===== src/hdl/mpd_pkg.sv =====
// Shared types and constants of the min-pooling image downscaler.
`timescale 1ns / 1ps
`default_nettype none

package mpd_pkg;

  // Default sizing of the line store and the block edge
  localparam int DEF_MAX_WIDTH = 4096;
  localparam int DEF_MAX_SCALE = 16;

  // Register file
  localparam int CFG_IDX_W  = 1;
  localparam int CFG_DATA_W = 13;
  localparam int SCALE_W    = 5;
  localparam int WIDTH_W    = 13;

  localparam logic [CFG_IDX_W-1:0] CFG_BLOCK_SCALE = 1'b0;
  localparam logic [CFG_IDX_W-1:0] CFG_IMAGE_WIDTH = 1'b1;

  localparam int SCALE_RESET = 2;
  localparam int WIDTH_RESET = 4096;

  // Payload widths
  localparam int PIX_W   = 8;
  localparam int COORD_W = 12;
  localparam logic [COORD_W-1:0] COORD_MAX = '1;

  // Result queue
  localparam int QUEUE_DEPTH = 4;
  localparam int QUEUE_PTR_W = $clog2(QUEUE_DEPTH);
  localparam int QUEUE_CNT_W = QUEUE_PTR_W + 1;
  localparam logic [QUEUE_CNT_W-1:0] QUEUE_LIMIT = QUEUE_CNT_W'(QUEUE_DEPTH - 1);

  typedef struct packed {
    logic [PIX_W-1:0]   min_value;
    logic [COORD_W-1:0] out_col;
    logic [COORD_W-1:0] out_row;
    logic               end_of_row;
  } mpd_result_t;

  typedef enum logic [1:0] {
    DIV_IDLE,
    DIV_RUN,
    DIV_MUL
  } mpd_div_state_e;

endpackage

`default_nettype wire


===== src/hdl/mpd_div.sv =====
// Bit-serial divider that derives blocks per row and used row length from the registers.
`timescale 1ns / 1ps
`default_nettype none

module mpd_div
  import mpd_pkg::*;
#(
  parameter int WW = 13,
  parameter int SW = 5
) (
  input  wire logic          clk_i,
  input  wire logic          rst_ni,
  input  wire logic          start_i,
  input  wire logic [WW-1:0] dividend_i,
  input  wire logic [SW-1:0] divisor_i,
  output logic               busy_o,
  output logic      [WW-1:0] quot_o,
  output logic      [WW-1:0] prod_o
);

  localparam int CNTW = $clog2(WW + 1);

  mpd_div_state_e state_q, state_d;
  logic [CNTW-1:0] cnt_q, cnt_d;
  logic [SW-1:0]   rem_q, rem_d;
  logic [WW-1:0]   quo_q, quo_d;
  logic [WW-1:0]   prod_q, prod_d;
  logic [SW:0]     trial;
  logic            fits;

  assign trial = {rem_q, quo_q[WW-1]};
  assign fits  = trial >= {1'b0, divisor_i};

  always_ff @(posedge clk_i or negedge rst_ni) begin
    if (!rst_ni) begin
      state_q <= DIV_IDLE;
      cnt_q   <= '0;
    end else begin
      state_q <= state_d;
      cnt_q   <= cnt_d;
    end
  end

  always_ff @(posedge clk_i) begin
    rem_q  <= rem_d;
    quo_q  <= quo_d;
    prod_q <= prod_d;
  end

  always_comb begin
    state_d = state_q;
    cnt_d   = cnt_q;
    rem_d   = rem_q;
    quo_d   = quo_q;
    prod_d  = prod_q;
    if (start_i) begin
      state_d = DIV_RUN;
      cnt_d   = '0;
      rem_d   = '0;
      quo_d   = dividend_i;
    end else begin
      unique case (state_q)
        DIV_IDLE: begin
          state_d = DIV_IDLE;
        end
        DIV_RUN: begin
          // One quotient bit per cycle, dividend shifts out the top
          rem_d = fits ? SW'(trial - {1'b0, divisor_i}) : SW'(trial);
          quo_d = {quo_q[WW-2:0], fits};
          cnt_d = cnt_q + 1'b1;
          if (cnt_q == CNTW'(WW - 1)) begin
            state_d = DIV_MUL;
          end
        end
        DIV_MUL: begin
          prod_d  = WW'(quo_q * divisor_i);
          state_d = DIV_IDLE;
        end
        default: begin
          state_d = DIV_IDLE;
        end
      endcase
    end
  end

  assign busy_o = (state_q != DIV_IDLE);
  assign quot_o = quo_q;
  assign prod_o = prod_q;

endmodule

`default_nettype wire


===== config.mk =====
export PLATFORM = sky130hd
export DESIGN_NAME = mpd_div
export DESIGN_NICKNAME = d
export VERILOG_FILES = /design/src/hdl/mpd_pkg.sv /design/src/hdl/mpd_div.sv
export SDC_FILE = /design/constraint.sdc
export NUM_CORES = 1
export LEC_CHECK = 0
export BUFFER_PORTS_ARGS = -buffer_cell sky130_fd_sc_hd__buf_2
export CELL_PAD_IN_SITES_DETAIL_PLACEMENT = 1
export CELL_PAD_IN_SITES_GLOBAL_PLACEMENT = 2
export CORE_AREA = 2 2 122 77
export CTS_CLUSTER_DIAMETER = 150
export DETAILED_ROUTE_END_ITERATION = 12
export DIE_AREA = 0 0 124 79
export GPL_TIMING_DRIVEN = 0
export PLACE_DENSITY_LB_ADDON = 0.1
export RECOVER_POWER = 25
export SLEW_MARGIN = 40
export SYNTH_ARGS = -nofsm -noshare
export SYNTH_HDL_FRONTEND = slang
export SYNTH_SLANG_ARGS = --single-unit

===== constraint.sdc =====
create_clock -name clk_i -period 5 [get_ports clk_i]
set_input_delay 1 -clock clk_i [delete_from_list [all_inputs] [get_ports clk_i]]
set_output_delay 1 -clock clk_i [all_outputs]
set_load 0.03 [all_outputs]

==> out/metrics.cfg <==
[setup_path]
worst_setup_path_start_kind=input pin
end_kind=flip-flop
path_max_fanout=10
r2r_setup_slack_ns=0.94
reg2reg_depth=12
critPathKind=in -> reg
cp.required_ns=5.03
cp.arrival_ns=4.71

[yosys]
synth_common_cells=inv_1 (42), and2_1 (36), fa_1 (27)
syn_avg_cell_area_um2=10.56
yosys_most_used_dff=edfxtp_1
synth.area.top_cells=edfxtp_1 (25%), fa_1 (17%), ha_1 (9.2%), and2_1 (7.2%), inv_1 (5.1%)
synth_async_sr_flop_share_pct=16.22
synth-seq-cells=37
netlist.area_leader.share_pct=25.07
synth_top_area_cell=edfxtp_1
syn_area_um2=3114
synth.net_count=366
netlist_instances=295
synthMostInstantiatedCell=inv_1
yosysSeqAreaShare_pct=33.11
ys_types=40
synth_edf_count=26
ys_warn_count=0

[grt]
grt_pass1_wl_um=12030
met3_usage_pct=4.023
gr-usage-met1_pct=24.90
busiest_layer=met1
grt_max_degree=14
grtUsageMet2_pct=23.57
antenna_found_initial=1
grt_overflow=0
grt_use_total_pct=16.47
grt_pass1_vias=2291

[run_status]
status=completed

[cts]
cts_htree_levels=2
cts_resized=0
cts_tree=built
insertion_delay_ns=0.28
cts-root-buf=clkbuf_16
postCtsSetupBuffers=0
cts_buffers=5
postCtsHoldBufs=0
cts_sinks=37
max-clock-path-buffers=2
path_clk_slew_ns=0.06

[job]
maxCapViolations=0

[floorplanning]
core_um2=8783
io_pins=48
die_area_um2=9796
die_y_um=79
die_w_um=124
initial_core_util_pct=35.46
num_rows=27

[timing]
finalCritPeriodShare_pct=93.56
max_freq_ghz=0.2138
tns_ns=0
worstMarginPinSlew_ns=0.6614
finClkSkew_ns=0.006545
hold_violations=0
setup_viol=0
rsz0062_at_grt=false
slew_headroom_pct=55.90
slew_violations=0
post-route-min-period_ns=4.678
finalHoldWorstSlack_ns=0.5266

[power_and_ir_drop]
comb_power_share_pct=52.3
p_leak_nw=1.670
p_sw_uw=661.8
p_sw_share_pct=39.93
p_int_uw=995.5
power.density_nw_per_um2=456.3
seq_power_share_pct=28.0
ir_drop_v=0.0001529
p_clk_share_pct=19.7

[drt]
via_per_inst=4.738
avgRoutedWirePerCell_um=15.52
ant_nets=0
routed_wirelength_um=7216
drc_errors=0
vias=2203
drt_iter0_drc=72
drtPass1Iterations=4

[place]
place_hpwl_um=5797
gp_congestion=0.8013
io_buffers=45

[layout]
fin_nets=419
fin_util_pct=41.35
antenna_cells=0
synthToLayoutAreaGrowth_pct=16.63
drive_above_1_share_pct=18.62

[min_path]
hp-class=reg -> reg
holdPathStages=2

[critical path, cell delays in order]
cell and delay [ns]:
buf_2 0.10, clkbuf_1 0.41, and2_1 0.22, fa_1 0.44, fa_1 0.54, inv_1 0.06
fa_1 0.53, inv_1 0.04, ha_1 0.37, a21oi_1 0.16, nand3_1 0.15, a31oi_1 0.38
o21ai_1 0.15, xnor2_1 0.15
[final timing paths]
| kind | startpoint | end |
|---|---|---|
| hold / removal | rem_q[2] | rem_q[2] |
| max in group asynchronous | rst_ni | cnt_q[1] |
| setup reg to reg | quot_o[3] | prod_o[12] |
| min in group asynchronous | rst_ni | cnt_q[2] |
| setup / recovery | divisor_i[2] | prod_o[12] |
| hold reg to reg | rem_q[2] | rem_q[2] |
[metrics by stage]
stage | instance area [um2] | worst slack, ns | power [mW] | cells
4_1_cts | 3642 | 0.3188 | 1.682 | 465
2_1_floorplan | 3114 | 0.5669 | 1.147 | 295
3_3_place_gp | 3485 | 0.04531 | 1.329 | 456
5_1_grt | 3632 | 0.09652 | 1.821 | 465
6_report | 3632 | 0.3219 | 1.657 | 465
3_5_place_dp | 3495 | 0.02686 | 1.343 | 457
[power by group through the flow]
stage                     registers, mW  logic, mW  clock network (mW)
after floorplan                   0.482      0.665                   0
after global placement            0.471      0.859                   0
after detailed placement          0.471      0.872                   0
after CTS                         0.465      0.880               0.337
after global routing              0.473      0.996               0.352
final                             0.464      0.867               0.326
[flip-flops by register name (all words and copies together), names as in the netlist]
register  cells
rem_q         5
quot_o       13
state_q       2
cnt_q         4
prod_o       13
[cell usage in the layout, fill, tap and decap left out, types with 2 or more instances in the layout]
cell,netlist,routed
a211oi_1,2,2
a21o_1,5,5
a21oi_1,10,10
a31oi_1,2,2
and2_1,36,35
buf_1,3,2
buf_2,1,39
clkbuf_1,6,15
clkbuf_16,0,5
dfrtp_1,6,6
dfxtp_1,5,5
edfxtp_1,26,26
fa_1,27,27
ha_1,23,23
inv_1,42,42
mux2_2,12,12
mux2i_1,4,4
nand2_1,23,23
nand2b_1,3,3
nand3_1,5,5
nand4_1,3,3
nor2_1,7,7
nor3_1,3,3
nor4_1,2,2
o21ai_0,2,2
o21ai_1,2,2
xnor2_1,16,16
xor2_1,5,5
[routing by layer]
metal,vias to the layer above,wire [um],part of all wire [%]
li1,1072,-,-
met1,1090,3946,55
met2,36,2947,41
met3,5,271,3.8
met4,0,51,0.71
met5,-,0,0
[final cells by class]
type | instances | area [um2]
flip-flops and latches | 37 | 1031
fillers | 986 | 5151
well taps | 116 | 145.1
plain buffers | 10 | 37.54
clock buffers | 6 | 138.9
clock inverters | 2 | 8.758
multi-input cells | 206 | 1892
repair buffers | 46 | 221.5
inverters | 42 | 157.7
[cells by family (layout without fill, tap and decap cells)]
kind of cell | count (synthesis) | after routing | share of synthesized area [%]
AND/OR/NAND/NOR | 89 | 89 | 15.83
flip-flops | 37 | 37 | 33.11
multiplexers | 16 | 16 | 5.625
adder cells (fa/ha/maj) | 50 | 50 | 26.60
XOR/XNOR | 21 | 21 | 5.906
AO/OA/AOI/OAI | 30 | 30 | 6.630
buffers and inverters | 52 | 106 | 6.307
No activity file was read; power rests on OpenSTA's default activity.
