File: config.mk
export PLATFORM = sky130hd
export DESIGN_NAME = mpd_queue
export DESIGN_NICKNAME = d
export VERILOG_FILES = /design/src/hdl/mpd_pkg.sv /design/src/hdl/mpd_queue.sv
export SDC_FILE = /design/constraint.sdc
export NUM_CORES = 1
export LEC_CHECK = 0
export BUFFER_PORTS_ARGS = -buffer_cell sky130_fd_sc_hd__buf_4
export CAP_MARGIN = 10
export CORE_ASPECT_RATIO = 0.5
export CORE_MARGIN = 1
export CORE_UTILIZATION = 40
export CTS_CLUSTER_SIZE = 20
export DETAILED_ROUTE_END_ITERATION = 10
export GPL_TIMING_DRIVEN = 0
export PLACE_DENSITY = 0.59
export SLEW_MARGIN = 15
export SYNTH_ARGS = -nofsm -noshare
export SYNTH_HDL_FRONTEND = slang
export SYNTH_SLANG_ARGS = --single-unit
export TNS_END_PERCENT = 5
File: constraint.sdc
create_clock -name clk_i -period 1.7 [get_ports clk_i]
set_input_delay 0.255 -clock clk_i [delete_from_list [all_inputs] [get_ports clk_i]]
set_output_delay 0.255 -clock clk_i [all_outputs]
set_load 0.02 [all_outputs]
File: src/hdl/mpd_pkg.sv
// Shared types and constants of the min-pooling image downscaler.
`timescale 1ns / 1ps
`default_nettype none

package mpd_pkg;

  // Default sizing of the line store and the block edge
  localparam int DEF_MAX_WIDTH = 4096;
  localparam int DEF_MAX_SCALE = 16;

  // Register file
  localparam int CFG_IDX_W  = 1;
  localparam int CFG_DATA_W = 13;
  localparam int SCALE_W    = 5;
  localparam int WIDTH_W    = 13;

  localparam logic [CFG_IDX_W-1:0] CFG_BLOCK_SCALE = 1'b0;
  localparam logic [CFG_IDX_W-1:0] CFG_IMAGE_WIDTH = 1'b1;

  localparam int SCALE_RESET = 2;
  localparam int WIDTH_RESET = 4096;

  // Payload widths
  localparam int PIX_W   = 8;
  localparam int COORD_W = 12;
  localparam logic [COORD_W-1:0] COORD_MAX = '1;

  // Result queue
  localparam int QUEUE_DEPTH = 4;
  localparam int QUEUE_PTR_W = $clog2(QUEUE_DEPTH);
  localparam int QUEUE_CNT_W = QUEUE_PTR_W + 1;
  localparam logic [QUEUE_CNT_W-1:0] QUEUE_LIMIT = QUEUE_CNT_W'(QUEUE_DEPTH - 1);

  typedef struct packed {
    logic [PIX_W-1:0]   min_value;
    logic [COORD_W-1:0] out_col;
    logic [COORD_W-1:0] out_row;
    logic               end_of_row;
  } mpd_result_t;

  typedef enum logic [1:0] {
    DIV_IDLE,
    DIV_RUN,
    DIV_MUL
  } mpd_div_state_e;

endpackage

`default_nettype wire

File: src/hdl/mpd_queue.sv
// Small result queue that decouples the pooling pipeline from the output stall.
`timescale 1ns / 1ps
`default_nettype none

module mpd_queue
  import mpd_pkg::*;
(
  input  wire logic                   clk_i,
  input  wire logic                   rst_ni,
  input  wire logic                   push_i,
  input  wire mpd_result_t            push_data_i,
  input  wire logic                   pop_i,
  output logic                        valid_o,
  output mpd_result_t                 data_o,
  output logic      [QUEUE_CNT_W-1:0] count_o
);

  mpd_result_t              slot_q [QUEUE_DEPTH];
  logic [QUEUE_PTR_W-1:0]   wr_ptr_q, rd_ptr_q;
  logic [QUEUE_CNT_W-1:0]   count_q;

  always_ff @(posedge clk_i or negedge rst_ni) begin
    if (!rst_ni) begin
      wr_ptr_q <= '0;
      rd_ptr_q <= '0;
      count_q  <= '0;
    end else begin
      if (push_i) begin
        wr_ptr_q <= wr_ptr_q + 1'b1;
      end
      if (pop_i) begin
        rd_ptr_q <= rd_ptr_q + 1'b1;
      end
      unique case ({push_i, pop_i})
        2'b10:   count_q <= count_q + 1'b1;
        2'b01:   count_q <= count_q - 1'b1;
        default: count_q <= count_q;
      endcase
    end
  end

  always_ff @(posedge clk_i) begin
    if (push_i) begin
      slot_q[wr_ptr_q] <= push_data_i;
    end
  end

  assign valid_o = (count_q != '0);
  assign data_o  = slot_q[rd_ptr_q];
  assign count_o = count_q;

endmodule

`default_nettype wire

==> results.tsv, run 1 <==
metric	value	unit
status	finished with violations	
violations in the final reports	negative setup slack	
WL final	8.923	mm
power per cell area	1866	nW/µm²
largest net degree at the start of global routing	34	
worst hold path type	in -> reg	
critical path arrival	1750	ps
Post-Syn Instances	205	
skew final	8.141	ps
Worst Path Class, Setup	reg -> out	
Setup crit start kind	flip-flop	
Final ANT Viol Nets	0	
die area	13480	µm²
Clk pwr share	26.3	%
residual DRC count	0	
layout cell share with drive strength beyond 1	48.42	%
Mean Syn Cell Area	25.35	µm²
n_diodes	0	
synthesized netlist net count	248	
Lkg Pwr	0.002363	µW
Syn. warnings	0	
clk slew on worst S/H paths	60	ps
reg-to-reg startpoint	wr_ptr_q[0]	
H-tree depth	4	
Mapped Area	5197	µm²
Seq pwr share	37.3	%
Util after Layout	53.22	%
Die Height	82.61	µm
clk sinks	139	
setup TNS	-9053	ps
crit path from	rd_ptr_q[0]	
Setup violations, final	33	
via count	2334	
Slew Viols, Final	0	
CTS tree	done	
1st-pass router iterations	4	
worst-margin pin slew	543.9	ps
Final HPWL DP	5.650	mm
via count of the first global-routing pass	2522	
wire per inst	18.36	µm
CP max FO	10	
io pins	74	
CTS root buf	clkbuf_16	
Layout Nets	346	
RSZ-0062 raised after global routing	true	
CTS max path bufs	2	
number of synthesized register bits	139	
Sw Ratio	29.60	%
Logic pwr share	36.4	%
maximum vdd drop	0.7473	mV
Fin. Hold Viols	0	
Die W	163.2	µm
register area share after synthesis	79.63	%
total global routing overflow	0	
FMAX	498.5	MHz
crit share post-route	118.0	%
Initial Utilization	41.04	%
Via density	4.802	
port buffer count	73	
first-pass GRT wire length	13.41	mm
Core Area	12660	µm²
routability cong.	0.6713	
max_cap viols	0	
min-delay src	push_data_i[28]	
gr usage total	14.23	%
CP endpoint kind	primary output	
Final WS setup	-305.9	ps
clock buffer count from CTS	17	
DR iter-0 viols	134	
Rows	29	
worst rel slew slack	63.74	%
Required @ worst endpoint	1440	ps
initial antenna violation count	0	
Min Clock Period, post-route	2006	ps
clk_lat worst skew	410	ps
Switch Pwr	3722	µW
Area Overhead vs Synth	29.66	%
Int Pwr	8855	µW
post-synth cell types	18	
-- what timing repair did --
item,4_1_cts,5_1_grt
buffers inserted,2,0
hold buffers,1,0
endpoints found under the setup margin,82,67
hold endpoints to repair,7,0
gates resized for setup,43,3
pin swaps,0,1
-- state kept, by name, summed over array words and instances, names as in the netlist --
signal,flops
slot_q,132
count_o,3
rd_ptr_q,2
wr_ptr_q,2
-- layer usage --
| layer | GRT usage (%) | part of all wire [%] | up-vias |
|---|---|---|---|
| met5 | 0 | 0 | - |
| met4 | 7.570 | 1.9 | 0 |
| met3 | 4.046 | 3.6 | 14 |
| met2 | 24.15 | 52 | 49 |
| met1 | 16.87 | 43 | 1210 |
| li1 | - | - | 1061 |
-- synth_stat cells, drive strengths merged --
master,number,share of area [%]
buf,8,1.8
nor2,1,0.072
and2,4,0.48
dfrtp,7,3.4
o21ai,1,0.096
xor2,3,0.51
nand2,2,0.14
or3,1,0.12
mux4,33,15
edfxtp,132,76
fa,1,0.39
xnor2,3,0.51
inv,3,0.22
mux2,1,0.22
ha,5,1.2
-- cell type report --
cell class,count,area [µm²]
clock inverters,13,103.9
fillers,960,5924
flip-flops and latches,139,4140
well taps,170,212.7
multi-input cells,55,947.2
inverters,3,11.26
clock buffers,19,432.9
plain buffers,8,98.84
repair buffers,79,792.0
-- critical path, stage by stage, from the launching register on --
cell and delay (ps):
dfrtp_1 340, buf_6 150, buf_12 160, mux4_2 530, buf_6 150
-- power by group through the flow --
stage          Clock (µW)  Combinational, µW  Sequential, µW
2_1_floorplan           0               2550            4750
3_3_place_gp            0               3950            4730
3_5_place_dp            0               4140            4760
4_1_cts              3370               4690            4710
5_1_grt              3510               4870            4760
6_report             3310               4580            4690
-- stage by stage --
step,instances,worst slack (ps),power [µW],instance area (µm²),hold slack (ps)
global placement,448,-730.7,8683,5959,70.09
detailed placement,451,-151.6,8901,6046,75.78
floorplan,205,-120.1,7297,5199,-40.59
CTS,486,-350.6,12770,6735,31.29
global route,486,-382.3,13140,6739,28.69
finish,486,-305.9,12580,6739,47.54
-- worst paths after layout --
| path | end | slack, ps | cells after the start |
|---|---|---|---|
| worst min-delay path | slot_q[1][28] | 50 | 1 |
| min in group asynchronous | count_o[1] | 190 | 2 |
| worst max-delay path | data_o[7] | -310 | 4 |
| worst max register to register | slot_q[2][22] | 150 | 4 |
| worst min register to register | count_o[2] | 520 | 1 |
| max in group asynchronous | count_o[0] | 1370 | 2 |
-- placed cells by master (no fill, tap or decap), types with 3 or more instances in the layout --
cell type and n:
edfxtp_1 132, buf_4 44, buf_6 34, mux4_2 33, clkbuf_16 17, dfrtp_1 6
ha_1 5, clkinvlp_4 5, buf_12 4, and2_4 4, clkinv_2 4, inv_1 3
xnor2_1 3, xor2_1 3, buf_16 3
-- kinds of logic after synthesis --
family / synth area share [%]
AOI/OAI and AO/OA: 0.09620
adders and majority gates: 1.589
xor gates and xnor gates: 1.011
muxes: 14.88
and+or+nand+nor: 0.8185
DFF: 79.63
buffers and inverters: 1.974
No activity file was read; power rests on OpenSTA's default activity.
==> inputs of run 2 (changes only) <==
--- a/config.mk
+++ b/config.mk
@@ -12,8 +12,8 @@
 export CORE_UTILIZATION = 40
 export CTS_CLUSTER_SIZE = 20
 export DETAILED_ROUTE_END_ITERATION = 10
-export GPL_TIMING_DRIVEN = 0
 export PLACE_DENSITY = 0.59
+export RECOVER_POWER = 25
 export SLEW_MARGIN = 15
 export SYNTH_ARGS = -nofsm -noshare
 export SYNTH_HDL_FRONTEND = slang
==> results.tsv, run 2 (synthesis results as in run 1) <==
metric	value	unit	change
gr usage total	14.07	%	-0.16 points
maximum vdd drop	0.7100	mV	-5.0%
most common cell after layout, fill and taps aside	edfxtp_1		
WL final	9.078	mm	+1.7%
most frequent cells in the layout	edfxtp_1, mux4_2, buf_6		
RSZ-0062 raised after global routing	true		
H-tree depth	4		unchanged
CTS tree	done		
layout cell share with drive strength beyond 1	40.94	%	-7.5 points
via count of the first global-routing pass	2525		+0.12%
status	finished with violations		
Die Height	82.61	µm	unchanged
CP bufs+invs	3		unchanged
Final ANT Viol Nets	0		unchanged
max reg flops	132		unchanged
DR iter-0 viols	185		+38%
setup TNS	-9445	ps	-392.3 ps
worst-margin pin slew	513.5	ps	-30.34 ps
skew final	8.127	ps	-0.01393 ps
worst hold path cell count	1		unchanged
worst slack, placed	13.77	ps	+165.3 ps
residual DRC count	0		unchanged
initial antenna violation count	0		unchanged
die area	13480	µm²	unchanged
port buffer count	73		unchanged
FMAX	492.6	MHz	-1.2%
crit share post-route	119.4	%	+1.4 points
CP dominant cell by count	buf_12		
register area	4141	µm²	about the same
CP max FO	10		unchanged
CP endpoint kind	primary output		
Worst Hold End	slot_q[2][27]		
reg-to-reg startpoint	wr_ptr_q[0]		
first-pass GRT wire length	13.42	mm	about the same
wire per inst	18.53	µm	+0.91%
1st-pass router iterations	4		unchanged
power per cell area	1947	nW/µm²	+4.3%
Via density	4.880		+1.6%
clk slew on worst S/H paths	60	ps	about the same
reg2reg end	slot_q[0][17]		
Slew Viols, Final	0		unchanged
Setup crit start kind	flip-flop		
crit-path cells	buf_12 > buf_12 > mux4_2 > buf_6		
critical path arrival	1780	ps	+30 ps
clock buffer count from CTS	17		unchanged
largest net degree at the start of global routing	34		unchanged
violations in the final reports	negative setup slack		
setup slack, reg-to-reg	180	ps	+30 ps
Final WS setup	-330.2	ps	-24.30 ps
Filler Cells Inserted	976		+1.7%
Core Area	12660	µm²	unchanged
clk_lat worst skew	400	ps	about the same
Setup violations, final	33		unchanged
Die W	163.2	µm	unchanged
Multi-input gate area	950.9	µm²	+0.40%
Layout Nets	350		+1.2%
max_cap viols	0		unchanged
Fin. Hold Viols	0		unchanged
via count	2391		+2.4%
Lkg Pwr	0.002353	µW	-0.44%
clk sinks	139		unchanged
Min Clock Period, post-route	2030	ps	+24.30 ps
io pins	74		unchanged
area post-placement	6060	µm²	+0.23%
worst hold path type	in -> reg		
Required @ worst endpoint	1440	ps	about the same
slowest CP cell	mux4_2		
crit path from	rd_ptr_q[0]		
total global routing overflow	0		unchanged
CTS root buf	clkbuf_16		
Rows	29		unchanged
Top reg by flops	slot_q		
routability cong.	0.6276		-6.5%
Worst Path Class, Setup	reg -> out		
Final Instance Area	6784	µm²	+0.67%
slowest stage delay, CP	540	ps	about the same
Area Overhead vs Synth	30.52	%	
Initial Utilization	41.04	%	unchanged
worst rel slew slack	65.76	%	+2.0 points
Crit path max-delay family	multiplexers		
worst reg2reg path depth	5		+1
CTS max path bufs	2		unchanged
min-delay src	push_data_i[27]		
n_diodes	0		unchanged
Final HPWL DP	5.662	mm	+0.21%
run 2: cell types whose count changed in the layout (fill, tap and decap cells not counted), moves of 2 or more:
cell        before  now
mux4_2          33   31
buf_16           3    0
buf_12           4    8
mux4_1           0    2
bufinv_16        1    5
clkbuf_1         2   25
and2_2           0    3
clkinv_1         2    4
clkinv_2         4    0
buf_6           34   30
and2_4           4    1
clkinvlp_4       5    2
buf_4           44   27
run 2: layout make-up:
cell class                 instances  share of cell area, %
multi-input combinational         55                  14.02
clock inverter                    13                  2.914
tap                              170                  3.135
clock buffer                      19                  6.381
timing repair buffer              91                  12.34
sequential                       139                  61.05
inverter                           3                 0.1660
run 2: worst reg2reg max path: stages (launching register included):
cell and delay (ps):
dfrtp_1 390, buf_4 150, inv_1 80, ha_1 130, and2_2 170, buf_4 270
run 2: what timing repair did:
action	in CTS	in global routing
hold buffers	1	0
hold endpoints to repair	7	0
pin swaps	0	0
resized for setup	29	7
setup buffers	0	3
gates cloned	0	1
setup endpoints to repair	33	66
run 2: routing by layer:
layer | vias up | routed length, µm | GRT usage (%)
met2 | 49 | 4567 | 22.97
met1 | 1267 | 4008 | 17.54
met3 | 10 | 401 | 4.645
met4 | 0 | 99 | 5.888
met5 | - | 0 | 0
li1 | 1065 | - | -
run 2: how the worst max path moves through the flow:
stage | cells past startpoint | to
after floorplan | 3 | slot_q[2][0]
after CTS | 3 | data_o[24]
after global routing | 4 | data_o[22]
final | 4 | data_o[10]
after detailed placement | 2 | slot_q[3][19]
after global placement | 2 | slot_q[3][21]
run 2: power breakdown:
group / internal (µW) / switching, µW / total (µW)
registers: 4500 / 218 / 4720
logic: 2390 / 2210 / 4600
clock network: 2590 / 1300 / 3890
total: 9470 / 3730 / 13200
run 2: through the flow:
stage | std cells | utilization (%) | power, µW | hold slack (ps)
6_report | 490 | 53.57 | 13210 | 54.59
4_1_cts | 486 | 53.59 | 13180 | 38.66
3_3_place_gp | 453 | 47.85 | 8837 | 73.49
3_5_place_dp | 453 | 47.85 | 8921 | 76.06
5_1_grt | 490 | 53.57 | 13770 | 45.96
2_1_floorplan | 205 | - | 7297 | -40.59
